$ cat src/longest_distinct_char_window_unit_defines.svh
// Assertion macros shared by the longest distinct character window unit.
// Depends on nothing; included by the modules that carry assertions.
`ifndef LONGEST_DISTINCT_CHAR_WINDOW_UNIT_DEFINES_SVH
`define LONGEST_DISTINCT_CHAR_WINDOW_UNIT_DEFINES_SVH

// Same-cycle implication, checked outside reset.
`define LDCW_ASSERT_NOW(label, clk, rst_n, ante, cons) \
    label: assert property (@(posedge clk) disable iff (!rst_n) (ante) |-> (cons)) \
        else $error("%m: check failed");

// Next-cycle implication, checked outside reset.
`define LDCW_ASSERT_NEXT(label, clk, rst_n, ante, cons) \
    label: assert property (@(posedge clk) disable iff (!rst_n) (ante) |=> (cons)) \
        else $error("%m: check failed");

`endif

$ cat src/ldcw_pkg.sv
// Types and constants for the longest distinct character window unit.
// No dependencies; imported by every module of the block except ldcw_ram.
package ldcw_pkg;

    // One input byte and its end-of-string mark
    typedef struct packed {
        logic [7:0] ch;
        logic       last;
    } item_t;

    // One result
    typedef struct packed {
        logic [15:0] window_start;
        logic [15:0] window_length;
        logic [15:0] best_start;
        logic [15:0] best_length;
        logic        overflow;
    } result_t;

    // Queue between front and back
    localparam int QUEUE_DEPTH = 2;
    localparam int QPTR_BITS   = 1;
    localparam int QCNT_BITS   = 2;

endpackage

$ cat src/ldcw_front.sv
// Front end: accepts bytes, folds out-of-alphabet codes, queues them.
// Depends on ldcw_pkg.
module ldcw_front #(
    parameter int ALPHABET_SIZE = 256
) (
    input  logic           clk,
    input  logic           rst_n,
    input  logic           item_valid,
    output logic           item_ready,
    input  ldcw_pkg::item_t item,
    output logic           q_valid,
    input  logic           q_ready,
    output ldcw_pkg::item_t q_item
);

    import ldcw_pkg::*;

    item_t                entry_reg [QUEUE_DEPTH];
    logic [QPTR_BITS-1:0] wr_ptr_reg;
    logic [QPTR_BITS-1:0] rd_ptr_reg;
    logic [QCNT_BITS-1:0] count_reg;
    item_t                classified;
    logic                 push;
    logic                 pop;

    // Bytes beyond the alphabet map onto its last symbol
    always_comb
    begin
        classified = item;
        if (int'(item.ch) >= ALPHABET_SIZE)
        begin
            classified.ch = 8'(ALPHABET_SIZE - 1);
        end
    end

    assign item_ready = (count_reg != QCNT_BITS'(QUEUE_DEPTH));
    assign q_valid    = (count_reg != '0);
    assign q_item     = entry_reg[rd_ptr_reg];
    assign push       = item_valid && item_ready;
    assign pop        = q_valid && q_ready;

    // Queue storage
    always_ff @(posedge clk)
    begin
        if (push)
        begin
            entry_reg[wr_ptr_reg] <= classified;
        end
    end

    // Queue pointers and fill count
    always_ff @(posedge clk or negedge rst_n)
    begin
        if (!rst_n)
        begin
            wr_ptr_reg <= '0;
            rd_ptr_reg <= '0;
            count_reg  <= '0;
        end
        else
        begin
            if (push)
            begin
                wr_ptr_reg <= wr_ptr_reg + 1'b1;
            end
            if (pop)
            begin
                rd_ptr_reg <= rd_ptr_reg + 1'b1;
            end
            if (push && !pop)
            begin
                count_reg <= count_reg + 1'b1;
            end
            else if (pop && !push)
            begin
                count_reg <= count_reg - 1'b1;
            end
        end
    end

endmodule

$ cat config.mk
export PLATFORM = sky130hd
export DESIGN_NAME = ldcw_front
export DESIGN_NICKNAME = d
export VERILOG_FILES = /design/src/longest_distinct_char_window_unit_defines.svh /design/src/ldcw_pkg.sv /design/src/ldcw_front.sv
export SDC_FILE = /design/constraint.sdc
export NUM_CORES = 1
export LEC_CHECK = 0
export ABC_CLOCK_PERIOD_IN_PS = 1350
export BUFFER_PORTS_ARGS = -buffer_cell sky130_fd_sc_hd__buf_2
export CORE_UTILIZATION = 30
export CTS_BUF_LIST = sky130_fd_sc_hd__clkbuf_16
export DETAILED_ROUTE_END_ITERATION = 8
export GPL_ROUTABILITY_DRIVEN = 0
export PLACE_DENSITY_LB_ADDON = 0.2
export SYNTH_ARGS = -nofsm -noshare
export SYNTH_HDL_FRONTEND = slang
export SYNTH_SLANG_ARGS = --single-unit
$ cat constraint.sdc
create_clock -name clk -period 1.35 [get_ports clk]
set_input_delay 0.405 -clock clk [delete_from_list [all_inputs] [get_ports clk]]
set_output_delay 0.405 -clock clk [all_outputs]
set_load 0.005 [all_outputs]
==> results.rst <==
.. list-table::
   :header-rows: 1

   * - Metric
     - Value
   * - Largest net degree at the start of global routing
     - 14
   * - Standard cell area after detailed placement
     - 1090 um2
   * - Post-synthesis instance area
     - 861 um2
   * - Final routed DRC violation total
     - 0
   * - Worst Hold Class
     - input port to flop
   * - Number of non-filler instances in the completed layout
     - 115
   * - Core area
     - 2730 um2
   * - Cell Count Post-Placement
     - 107
   * - Cell count after synthesis
     - 46
   * - Min Tclk post-route
     - 1640 ps
   * - Horiz. Die Dim
     - 55.6 um
   * - Category of the worst setup path capture point
     - primary output
   * - Top library cells by usage in the layout, fill and taps aside
     - buf_2 (21), edfxtp_1 (18), mux2_2 (8), buf_6 (6), buf_4 (5)
   * - RSZ-0062 raised after global routing
     - true
   * - Die boundary height
     - 55.6 um
   * - Synth Warn #
     - 0
   * - # rows
     - 19
   * - Number of nets in the layout
     - 99
   * - Required time reported for the critical path endpoint
     - 950 ps
   * - Final antenna-violating net count
     - 0
   * - Global-route wire length before repair
     - 2300 um
   * - Master cell of the clock root buffer
     - clkbuf_16
   * - Total inserted antenna cells
     - 0
   * - Max Cap Violations
     - 0
   * - Area enclosed by the die boundary
     - 3090 um2
   * - Via count of the first global-routing pass
     - 495
   * - Sort of element at the start of the critical path
     - flop
   * - Post-route clock period utilization
     - 121%
   * - Sum of internal, switching and leakage power
     - 3.02 mW
   * - Total of endpoints with negative setup slack in the final report
     - 13
   * - TritonCTS clock tree
     - done
   * - PD cells
     - 2320 nW/um2
   * - Routed wire per std cell
     - 12.9 um
   * - Number of buffers on the longest clock path
     - 2
   * - Vias per cell
     - 4.50
   * - Starting utilization of the core area
     - 31.5%
   * - Aggregate global routing overflow
     - 0
   * - Failing checks
     - setup timing
   * - Number of buffers created by CTS
     - 3
   * - Maximum vdd drop
     - 1550 uV
   * - Clock input transition at the sequential cells of the worst setup and hold paths
     - 60 ps
   * - Maximum net fanout on the critical path
     - 9
   * - Outcome
     - complete, but fails checks
   * - Hold Fails Final Rpt
     - 0
   * - Clk Latency, worst-skew pair
     - 250 ps
   * - Post-Synthesis Mean Instance Area
     - 18.7 um2
   * - Arrival time of the worst setup path
     - 1230 ps
   * - Syn_nets
     - 60
   * - DR vias
     - 518
   * - FMAX
     - 611 MHz
   * - TritonCTS sink count
     - 22
   * - Final Cell Area
     - 1300 um2
   * - Post-layout worst setup margin
     - -286 ps
   * - Initial drt markers
     - 13
   * - Setup Slack @ Placement
     - -31.9 ps
   * - DP Wirelength
     - 1000 um
   * - Pins over their slew limit
     - 0
   * - Most common library cell in the layout ignoring fill and taps
     - buf_2
   * - Ratio of cells with drive above 1 in the final layout
     - 67.9%
   * - Cell leakage power
     - 0.532 nW
   * - Maximum clock skew at final layout
     - 4.00 ps
   * - Worst-case register-to-register setup slack
     - 0 ps
   * - CTS H-tree depth
     - 1
   * - Detailed-routing iteration count for the pre-antenna-repair pass
     - 2
   * - Synth cell types
     - 14
   * - Slew HR
     - 88.2%
   * - Actual transition at the worst max-transition pin
     - 177 ps
   * - Share of synthesized area occupied by flip-flops and latches
     - 74.4%
   * - Category of the critical setup timing path
     - flop to primary output
   * - Final wirelength
     - 1480 um
   * - Final core occ
     - 47.6%
   * - Number of input and output port buffers inserted
     - 23
   * - Number of antenna violations at the first check in global routing
     - 0
   * - Number of flip-flops under the largest register name
     - 18
   * - Layout overhead on the synthesized area
     - 51.3%
   * - Synthesis-stage register bit count
     - 22
   * - Global routing usage summed across all routing layers
     - 10.5%
   * - Number of placed I/O pins
     - 24
[metal layers]
| layer | vias up | wire length [um] | track usage (%) |
|---|---|---|---|
| met3 | 2 | 111 | 6.56 |
| met1 | 257 | 588 | 12.3 |
| met5 | - | 0 | 0 |
| met4 | 0 | 10 | 4.29 |
| met2 | 17 | 768 | 15.5 |
| li1 | 242 | - | - |
[report_power, final]
part,switching [mW],leakage (nW),internal (mW)
Sequential,0.0867,0.213,0.952
Combinational,0.454,0.268,0.715
Clock,0.229,0.0511,0.588
[final cells by class]
class / count / area, um2
well taps: 31 / 38.8
flip-flops and latches: 22 / 642
repair buffers: 35 / 260
fillers: 231 / 1430
multi-input cells: 22 / 250
clock inverters: 1 / 30.0
inverters: 1 / 6.26
clock buffers: 3 / 75.1
[synthesized netlist by cell type]
cell type	instances	area share (%)
edfxtp_1	18	63
mux2_2	9	12
dfrtp_1	4	12
xnor2_1	3	3.1
nor2_1	2	0.87
xor2_1	2	2.0
and3_1	1	0.73
buf_4	1	0.87
ha_1	1	1.5
inv_1	1	0.44
nand2_1	1	0.44
nand2_4	1	1.3
nand2b_4	1	1.6
or2_4	1	1.0
[critical path, stage by stage, from the launching register on]
cell     delay, ps
dfrtp_1        380
buf_12         140
mux2_2         330
buf_2          120
[logic make-up after synthesis]
family,count (synthesis),synth area share (%)
flip-flops,22,74.4
multiplexers,9,11.8
AND/OR/NAND/NOR,7,5.96
XOR/XNOR,5,5.09
buffers and inverters,2,1.31
adder cells (fa/ha/maj),1,1.45
[through the flow]
step,setup TNS (ps),hold slack [ps]
4_1_cts,-2860,330
3_3_place_gp,-92.7,219
5_1_grt,-3420,328
6_report,-2660,335
3_5_place_dp,-153,219
2_1_floorplan,-19.1,109
[path summary, 6_finish.rpt]
check	startpoint	endpoint	cells past startpoint
hold reg to reg	wr_ptr_reg$_DFFE_PN0P_	wr_ptr_reg$_DFFE_PN0P_	1
max in group asynchronous	rst_n	count_reg[1]$_DFFE_PN0P_	2
min in group asynchronous	rst_n	count_reg[1]$_DFFE_PN0P_	2
setup reg to reg	count_reg[1]$_DFFE_PN0P_	entry_reg[0][4]$_DFFE_PP_	6
setup / recovery	rd_ptr_reg$_DFFE_PN0P_	q_item[2]	3
hold / removal	item[3]	entry_reg[1][3]$_DFFE_PP_	1
[timing repair]
item	CTS	global route
pin swaps	2	5
endpoints found under the hold margin	4	0
setup endpoints to repair	11	21
gates cloned	0	0
buffers inserted	1	2
gates resized for setup	6	11
hold buffers	1	0
No activity file was read; power rests on OpenSTA's default activity.
