### src/longest_distinct_char_window_unit_defines.svh
// Assertion macros shared by the longest distinct character window unit.
// Depends on nothing; included by the modules that carry assertions.
`ifndef LONGEST_DISTINCT_CHAR_WINDOW_UNIT_DEFINES_SVH
`define LONGEST_DISTINCT_CHAR_WINDOW_UNIT_DEFINES_SVH

// Same-cycle implication, checked outside reset.
`define LDCW_ASSERT_NOW(label, clk, rst_n, ante, cons) \
    label: assert property (@(posedge clk) disable iff (!rst_n) (ante) |-> (cons)) \
        else $error("%m: check failed");

// Next-cycle implication, checked outside reset.
`define LDCW_ASSERT_NEXT(label, clk, rst_n, ante, cons) \
    label: assert property (@(posedge clk) disable iff (!rst_n) (ante) |=> (cons)) \
        else $error("%m: check failed");

`endif

### src/ldcw_pkg.sv
// Types and constants for the longest distinct character window unit.
// No dependencies; imported by every module of the block except ldcw_ram.
package ldcw_pkg;

    // One input byte and its end-of-string mark
    typedef struct packed {
        logic [7:0] ch;
        logic       last;
    } item_t;

    // One result
    typedef struct packed {
        logic [15:0] window_start;
        logic [15:0] window_length;
        logic [15:0] best_start;
        logic [15:0] best_length;
        logic        overflow;
    } result_t;

    // Queue between front and back
    localparam int QUEUE_DEPTH = 2;
    localparam int QPTR_BITS   = 1;
    localparam int QCNT_BITS   = 2;

endpackage

### src/ldcw_ram.sv
// Generic single-write, single-read RAM with registered read data.
// No dependencies; holds the per-byte last position table.
module ldcw_ram #(
    parameter int WIDTH = 16,
    parameter int DEPTH = 256
) (
    input  logic                                   clk,
    input  logic                                   wr_en,
    input  logic [(DEPTH > 1 ? $clog2(DEPTH) : 1)-1:0] wr_addr,
    input  logic [WIDTH-1:0]                       wr_data,
    input  logic                                   rd_en,
    input  logic [(DEPTH > 1 ? $clog2(DEPTH) : 1)-1:0] rd_addr,
    output logic [WIDTH-1:0]                       rd_data
);

    logic [WIDTH-1:0] mem [DEPTH];

    // Write and read ports; a read of the same address in the same cycle sees old data
    always_ff @(posedge clk)
    begin
        if (wr_en)
        begin
            mem[wr_addr] <= wr_data;
        end
        if (rd_en)
        begin
            rd_data <= mem[rd_addr];
        end
    end

endmodule

### src/ldcw_back.sv
// Back end: table lookup, window tracking and result register.
// Depends on ldcw_pkg, ldcw_ram and the shared assertion macros.
`include "longest_distinct_char_window_unit_defines.svh"

module ldcw_back #(
    parameter int POS_BITS      = 16,
    parameter int ALPHABET_SIZE = 256
) (
    input  logic             clk,
    input  logic             rst_n,
    input  logic             q_valid,
    output logic             q_ready,
    input  ldcw_pkg::item_t  q_item,
    output logic             result_valid,
    input  logic             result_ready,
    output ldcw_pkg::result_t result
);

    import ldcw_pkg::*;

    localparam int IDX_BITS = (ALPHABET_SIZE > 1) ? $clog2(ALPHABET_SIZE) : 1;

    // String state
    logic [POS_BITS-1:0]      position_reg;
    logic [POS_BITS-1:0]      start_pos_reg;
    logic [POS_BITS-1:0]      best_start_reg;
    logic [POS_BITS-1:0]      best_length_reg;
    logic                     overflow_reg;
    logic [ALPHABET_SIZE-1:0] seen_reg;

    // Lookup stage
    logic                s2_valid_reg;
    item_t               s2_item_reg;
    logic                fwd_hit_reg;
    logic [POS_BITS-1:0] fwd_pos_reg;

    // Result register
    logic    out_valid_reg;
    result_t out_data_reg;

    logic                s2_fire;
    logic                s2_load;
    logic                wr_en;
    logic [IDX_BITS-1:0] s2_idx;
    logic [IDX_BITS-1:0] head_idx;
    logic [POS_BITS-1:0] ram_rd_data;
    logic [POS_BITS-1:0] last_pos;
    logic                ovf_now;
    logic                repeat_hit;
    logic [POS_BITS-1:0] new_start;
    logic [POS_BITS-1:0] win_len;
    logic                better;
    logic [POS_BITS-1:0] best_start_next;
    logic [POS_BITS-1:0] best_length_next;
    result_t             out_data_next;

    assign s2_idx   = s2_item_reg.ch[IDX_BITS-1:0];
    assign head_idx = q_item.ch[IDX_BITS-1:0];

    // Stage handshakes
    assign s2_fire = s2_valid_reg && (!out_valid_reg || result_ready);
    assign q_ready = !s2_valid_reg || s2_fire;
    assign s2_load = q_valid && q_ready;

    // Last position table; read issued as an item enters the lookup stage
    ldcw_ram #(
        .WIDTH (POS_BITS),
        .DEPTH (ALPHABET_SIZE)
    ) u_last_pos (
        .clk     (clk),
        .wr_en   (wr_en),
        .wr_addr (s2_idx),
        .wr_data (position_reg),
        .rd_en   (s2_load),
        .rd_addr (head_idx),
        .rd_data (ram_rd_data)
    );

    // Window update for the item in the lookup stage
    always_comb
    begin
        ovf_now    = overflow_reg || (position_reg == '1);
        wr_en      = s2_fire && !ovf_now;
        last_pos   = fwd_hit_reg ? fwd_pos_reg : ram_rd_data;
        repeat_hit = seen_reg[s2_idx] && (last_pos >= start_pos_reg);
        new_start  = repeat_hit ? (last_pos + POS_BITS'(1)) : start_pos_reg;
        win_len    = position_reg - new_start + POS_BITS'(1);
        better     = (win_len > best_length_reg);
        best_start_next  = better ? new_start : best_start_reg;
        best_length_next = better ? win_len : best_length_reg;

        if (ovf_now)
        begin
            out_data_next.window_start  = 16'(start_pos_reg);
            out_data_next.window_length = 16'(position_reg - start_pos_reg);
            out_data_next.best_start    = 16'(best_start_reg);
            out_data_next.best_length   = 16'(best_length_reg);
        end
        else
        begin
            out_data_next.window_start  = 16'(new_start);
            out_data_next.window_length = 16'(win_len);
            out_data_next.best_start    = 16'(best_start_next);
            out_data_next.best_length   = 16'(best_length_next);
        end
        out_data_next.overflow = ovf_now;
    end

    // Payload registers
    always_ff @(posedge clk)
    begin
        if (s2_load)
        begin
            s2_item_reg <= q_item;
            fwd_pos_reg <= position_reg;
        end
        if (s2_fire)
        begin
            out_data_reg <= out_data_next;
        end
    end

    // Control and string state
    always_ff @(posedge clk or negedge rst_n)
    begin
        if (!rst_n)
        begin
            s2_valid_reg    <= 1'b0;
            fwd_hit_reg     <= 1'b0;
            out_valid_reg   <= 1'b0;
            position_reg    <= '0;
            start_pos_reg   <= '0;
            best_start_reg  <= '0;
            best_length_reg <= '0;
            overflow_reg    <= 1'b0;
            seen_reg        <= '0;
        end
        else
        begin
            if (s2_load)
            begin
                s2_valid_reg <= 1'b1;
                // table write this cycle is missed by the read of the same entry
                fwd_hit_reg  <= wr_en && (s2_idx == head_idx);
            end
            else if (s2_fire)
            begin
                s2_valid_reg <= 1'b0;
                fwd_hit_reg  <= 1'b0;
            end

            if (s2_fire)
            begin
                out_valid_reg <= 1'b1;
            end
            else if (result_ready)
            begin
                out_valid_reg <= 1'b0;
            end

            if (s2_fire)
            begin
                if (s2_item_reg.last)
                begin
                    position_reg    <= '0;
                    start_pos_reg   <= '0;
                    best_start_reg  <= '0;
                    best_length_reg <= '0;
                    overflow_reg    <= 1'b0;
                    seen_reg        <= '0;
                end
                else if (ovf_now)
                begin
                    overflow_reg <= 1'b1;
                end
                else
                begin
                    position_reg     <= position_reg + POS_BITS'(1);
                    start_pos_reg    <= new_start;
                    best_start_reg   <= best_start_next;
                    best_length_reg  <= best_length_next;
                    seen_reg[s2_idx] <= 1'b1;
                end
            end
        end
    end

    assign result_valid = out_valid_reg;
    assign result       = out_data_reg;

    // Window never starts past the next position
    `LDCW_ASSERT_NOW(a_start_le_pos, clk, rst_n, 1'b1, start_pos_reg <= position_reg)
    // Best window is at least as long as the current one
    `LDCW_ASSERT_NOW(a_best_covers, clk, rst_n, 1'b1,
        best_length_reg >= POS_BITS'(position_reg - start_pos_reg))
    // Forwarding only applies to an occupied lookup stage
    `LDCW_ASSERT_NOW(a_fwd_valid, clk, rst_n, fwd_hit_reg, s2_valid_reg)
    // Overflow sticks until the end of the string
    `LDCW_ASSERT_NEXT(a_ovf_sticky, clk, rst_n,
        overflow_reg && !(s2_fire && s2_item_reg.last), overflow_reg)

endmodule

### config.mk
export PLATFORM = sky130hd
export DESIGN_NAME = ldcw_back
export DESIGN_NICKNAME = d
export VERILOG_FILES = /design/src/ldcw_pkg.sv /design/src/ldcw_ram.sv /design/src/ldcw_back.sv
export VERILOG_INCLUDE_DIRS = /design/src /design/src/src
export SDC_FILE = /design/constraint.sdc
export NUM_CORES = 2
export LEC_CHECK = 0
export BUFFER_PORTS_ARGS = -buffer_cell sky130_fd_sc_hd__buf_2
export CORE_MARGIN = 10
export CORE_UTILIZATION = 59
export DETAILED_ROUTE_END_ITERATION = 10
export GPL_ROUTABILITY_DRIVEN = 1
export PLACE_DENSITY_LB_ADDON = 0.05
export SYNTH_ARGS = -nofsm -noshare
export SYNTH_HDL_FRONTEND = slang
export SYNTH_HIERARCHICAL = 1
export SYNTH_SLANG_ARGS = --single-unit
### constraint.sdc
create_clock -name clk -period 10.1 [get_ports clk]
set_input_delay 1.515 -clock clk [delete_from_list [all_inputs] [get_ports clk]]
set_output_delay 1.515 -clock clk [all_outputs]
set_load 0.01 [all_outputs]
==> results by group <==
Status
  – Status: complete, but fails checks
  – Failing checks: max-capacitance violations, max-slew violations

STA
  – Clock skew after layout: 71.3 ps
  – Headroom to the max-slew limit: -0.0864
  – Aggregate negative setup slack: 0 ps
  – Max Clock Freq: 0.114 GHz
  – Hold violation total from the final report: 0
  – Share of the clock period used by the worst path: 0.871
  – Setup violators final: 0
  – Final count of pins violating max slew: 2
  – Setup repair after global routing missed its margin: false
  – Worst hold-check slack: between 400 and 500 ps
  – Post-layout minimum cycle time: 8790 ps
  – Worst Tran Pin Value: around 1600 ps

Clocking
  – Post-CTS resize count: 0
  – TritonCTS clock tree: done
  – Number of H-tree levels: 5
  – # clock sinks: 4,526
  – Number of hold-repair buffers added at the cts stage: 0
  – CTS clock-pin slew for the worst setup and hold paths: 60 ps
  – Buffer count from post-CTS setup fixing: 0
  – Root Driver: sky130_fd_sc_hd__clkbuf_16
  – Number of clock buffers inserted by TritonCTS: 453
  – Bufs on Longest Clock Path: 4
  – Later-pin clock latency in the skew report: between 1000 and 1500 ps

Global routing
  – Global-route wire length before repair: approximately 700,000 um
  – Pin count of the biggest net entering global routing: between 200 and 250
  – Initial antenna violation count: 30
  – Global-route total usage across every layer: 0.300
  – Total congestion overflow: 0
  – Number of global-route vias before repair: 93,253

Floorplanning
  – Die Height: about 570 um
  – Ports: 80
  – Die area: between 0.3 and 0.4 sq mm
  – Core box area: around 0.30 sq mm
  – Initial core utilization: 0.592
  – Row count: ~200
  – Width of the die: ~570 um

Layout
  – Area growth from synthesis to layout: 11.9%
  – Final instance area: 0.200 sq mm
  – Final cell count without fillers: approximately 14,000
  – Most used cells in the layout excluding fill and tap cells: sky130_fd_sc_hd__edfxtp_1, sky130_fd_sc_hd__mux4_2, sky130_fd_sc_hd__mux2i_1
  – Total number of nets in the final design: between 9,000 and 10,000
  – Flip-flop count of the largest register after layout: 4,096
  – Fraction of final layout cells sized beyond drive strength 1: 0.231
  – Most frequent standard cell in the layout excluding fill and tap cells: sky130_fd_sc_hd__edfxtp_1
  – Filler cells: slightly below 20,000

Place
  – Placed Cells: between 10,000 and 15,000
  – Global placement routability congestion: a little over 0.9
  – Hpwl dp: 295,000 um
  – Cell Area, Placed: between 0.15 and 0.2 sq mm
  – Quantity of I/O buffers inserted on ports: between 70 and 80

Route
  – Vias per cell: between 6 and 7
  – Violation count after the first detailed-routing iteration: approximately 13,000
  – Met2 routed wirelength: approximately 220,000 um
  – DRC errors left: 0
  – Highest routed metal layer: met5
  – Routed met3 length: 54,000 um
  – DRT Pass-1 Iters: 6
  – Met1 wire length: 195,000 um
  – Per-cell routed wire length: approximately 35 um
  – Total Routed Length: 493,000 um
  – Number of routed nets with antenna violations: 0
  – Via total after detailed routing: about 96,000

Critical path
  – Critical setup path kind: flop to flop
  – WP data arrival: ~9700 ps
  – Crit. End Element: flop
  – Biggest fanout along the worst timing path: 64
  – Data required, critical path: between 10,000 and 15,000 ps
  – Worst setup SP type: flop
  – Setup slack of the most critical reg-to-reg path: 1310 ps

Pwr
  – Pwr/cell area: ~200 mW/mm^2
  – Cell leakage power: about 75 nW
  – Worst ir drop on vdd: 0.184 mV

Synth
  – Post-Synthesis Cell Area: about 0.18 sq mm
  – Gate count after technology mapping: between 9,000 and 10,000
  – Synthesized area per cell: around 19 sq um
  – Synthesized flop and latch total: 4,526
  – Ys Warns: 6
  – Post-synthesis sequential area ratio: 0.750
  – Ys flop type: sky130_fd_sc_hd__edfxtp_1
  – EDFF count, synth: around 4,200
  – Mapped Nets: a little over 9,000
  – Fraction of synthesis flops using an asynchronous set or reset pin: 0.0716
  – Number of unique standard cell types used by synthesis: 74

Hold path
  – Worst min-delay path category: input pin to asynchronous set/reset pin

Run
  – Number of max-cap violations: 1
==> through the flow <==
stage | setup slack, ps | total power, W | util
2_1_floorplan | 1640 | 0.0228 | -
3_3_place_gp | 1470 | 0.0237 | 0.613
3_5_place_dp | 1490 | 0.0237 | 0.613
4_1_cts | 1400 | 0.0402 | 0.662
5_1_grt | 784 | 0.0411 | 0.662
6_report | 1310 | 0.0400 | 0.662
==> critical path: stages (launching register included) <==
cell and delay [ps]:
sky130_fd_sc_hd__edfxtp_1 630, sky130_fd_sc_hd__buf_12 420, sky130_fd_sc_hd__mux4_2 390, sky130_fd_sc_hd__mux4_2 500, sky130_fd_sc_hd__nor4_1 240, sky130_fd_sc_hd__a21oi_1 130, sky130_fd_sc_hd__a311oi_2 610, sky130_fd_sc_hd__a211oi_4 120
sky130_fd_sc_hd__buf_4 260, sky130_fd_sc_hd__a21oi_1 490, sky130_fd_sc_hd__xor2_1 220, sky130_fd_sc_hd__fa_1 510, sky130_fd_sc_hd__a21o_1 170, sky130_fd_sc_hd__a21oi_1 220, sky130_fd_sc_hd__nor2b_1 110, sky130_fd_sc_hd__o41a_1 380
sky130_fd_sc_hd__a211oi_1 230, sky130_fd_sc_hd__nor3_1 110, sky130_fd_sc_hd__a31oi_1 210, sky130_fd_sc_hd__xnor2_1 100, sky130_fd_sc_hd__xnor2_1 380, sky130_fd_sc_hd__ha_1 220, sky130_fd_sc_hd__nand4_1 140, sky130_fd_sc_hd__o21ai_0 220
sky130_fd_sc_hd__a21oi_1 100, sky130_fd_sc_hd__nor2_1 640, sky130_fd_sc_hd__nand2_1 590, sky130_fd_sc_hd__o2bb2ai_1 310
==> synth_stat cells (58+ instances only) <==
master                     number  area share
sky130_fd_sc_hd__ha_1          70      0.0049
sky130_fd_sc_hd__mux2i_1      588       0.033
sky130_fd_sc_hd__mux4_2       862        0.11
sky130_fd_sc_hd__clkbuf_1     324      0.0068
sky130_fd_sc_hd__edfxtp_1    4202        0.70
sky130_fd_sc_hd__buf_6         79      0.0050
sky130_fd_sc_hd__nor2_1       655       0.014
sky130_fd_sc_hd__a21oi_1      486       0.014
sky130_fd_sc_hd__nor3_1       118      0.0033
sky130_fd_sc_hd__dfrtp_1      324       0.045
sky130_fd_sc_hd__inv_1         58      0.0012
sky130_fd_sc_hd__o22ai_1      168      0.0059
sky130_fd_sc_hd__o21ai_0      102      0.0029
sky130_fd_sc_hd__nand2_1      112      0.0023
sky130_fd_sc_hd__o221ai_1     253       0.012
sky130_fd_sc_hd__mux2_2       104      0.0065
sky130_fd_sc_hd__buf_2         85      0.0024
==> per-layer routing <==
layer	GRT usage	up-vias
met5	0	-
met4	0.125	16
met3	0.0700	915
met2	0.440	5394
met1	0.439	50631
li1	-	38848
==> where the power goes <==
group / total, W / internal (W) / switching (W)
Sequential: 0.0208 / 0.0206 / 0.000136
Clock: 0.0166 / 0.00959 / 0.00704
Combinational: 0.00257 / 0.000821 / 0.00175
Total: 0.0400 / 0.0311 / 0.00893
==> cell families after synthesis <==
| logic type | share of synthesized area |
|---|---|
| AND/OR/NAND/NOR | 0.0272 |
| AO/OA/AOI/OAI | 0.0474 |
| buffers and inverters | 0.0189 |
| flip-flops | 0.750 |
| adder cells (fa/ha/maj) | 0.00512 |
| XOR/XNOR | 0.00342 |
| multiplexers | 0.148 |
==> final timing paths <==
path	start	end	depth (start not counted)
setup / recovery	s2_idx[0]$_DFFE_PP_	best_start_reg[10]$_DFFE_PN0P_	27
setup reg to reg	s2_idx[0]$_DFFE_PP_	best_start_reg[10]$_DFFE_PN0P_	27
max in group asynchronous	rst_n	seen_reg[111]$_DFFE_PN0P_	3
min in group clk	best_start_reg[9]$_DFFE_PN0P_	best_start_reg[9]$_DFFE_PN0P_	1
hold reg to reg	best_start_reg[9]$_DFFE_PN0P_	best_start_reg[9]$_DFFE_PN0P_	1
hold / removal	rst_n	result_valid$_DFFE_PN0P_	1
==> final cells by class <==
type | instances | area (sq um) | share of cell area
clock buffers | 567 | 12000 | 0.0598
diodes | 11 | 27.5 | 0.000137
inverters | 60 | 238 | 0.00119
well taps | 3978 | 4980 | 0.0249
multi-input cells | 4097 | 42000 | 0.210
flip-flops and latches | 4526 | 134000 | 0.671
repair buffers | 510 | 3930 | 0.0196
clock inverters | 278 | 2750 | 0.0137
Power figures use the tool's default switching activity.
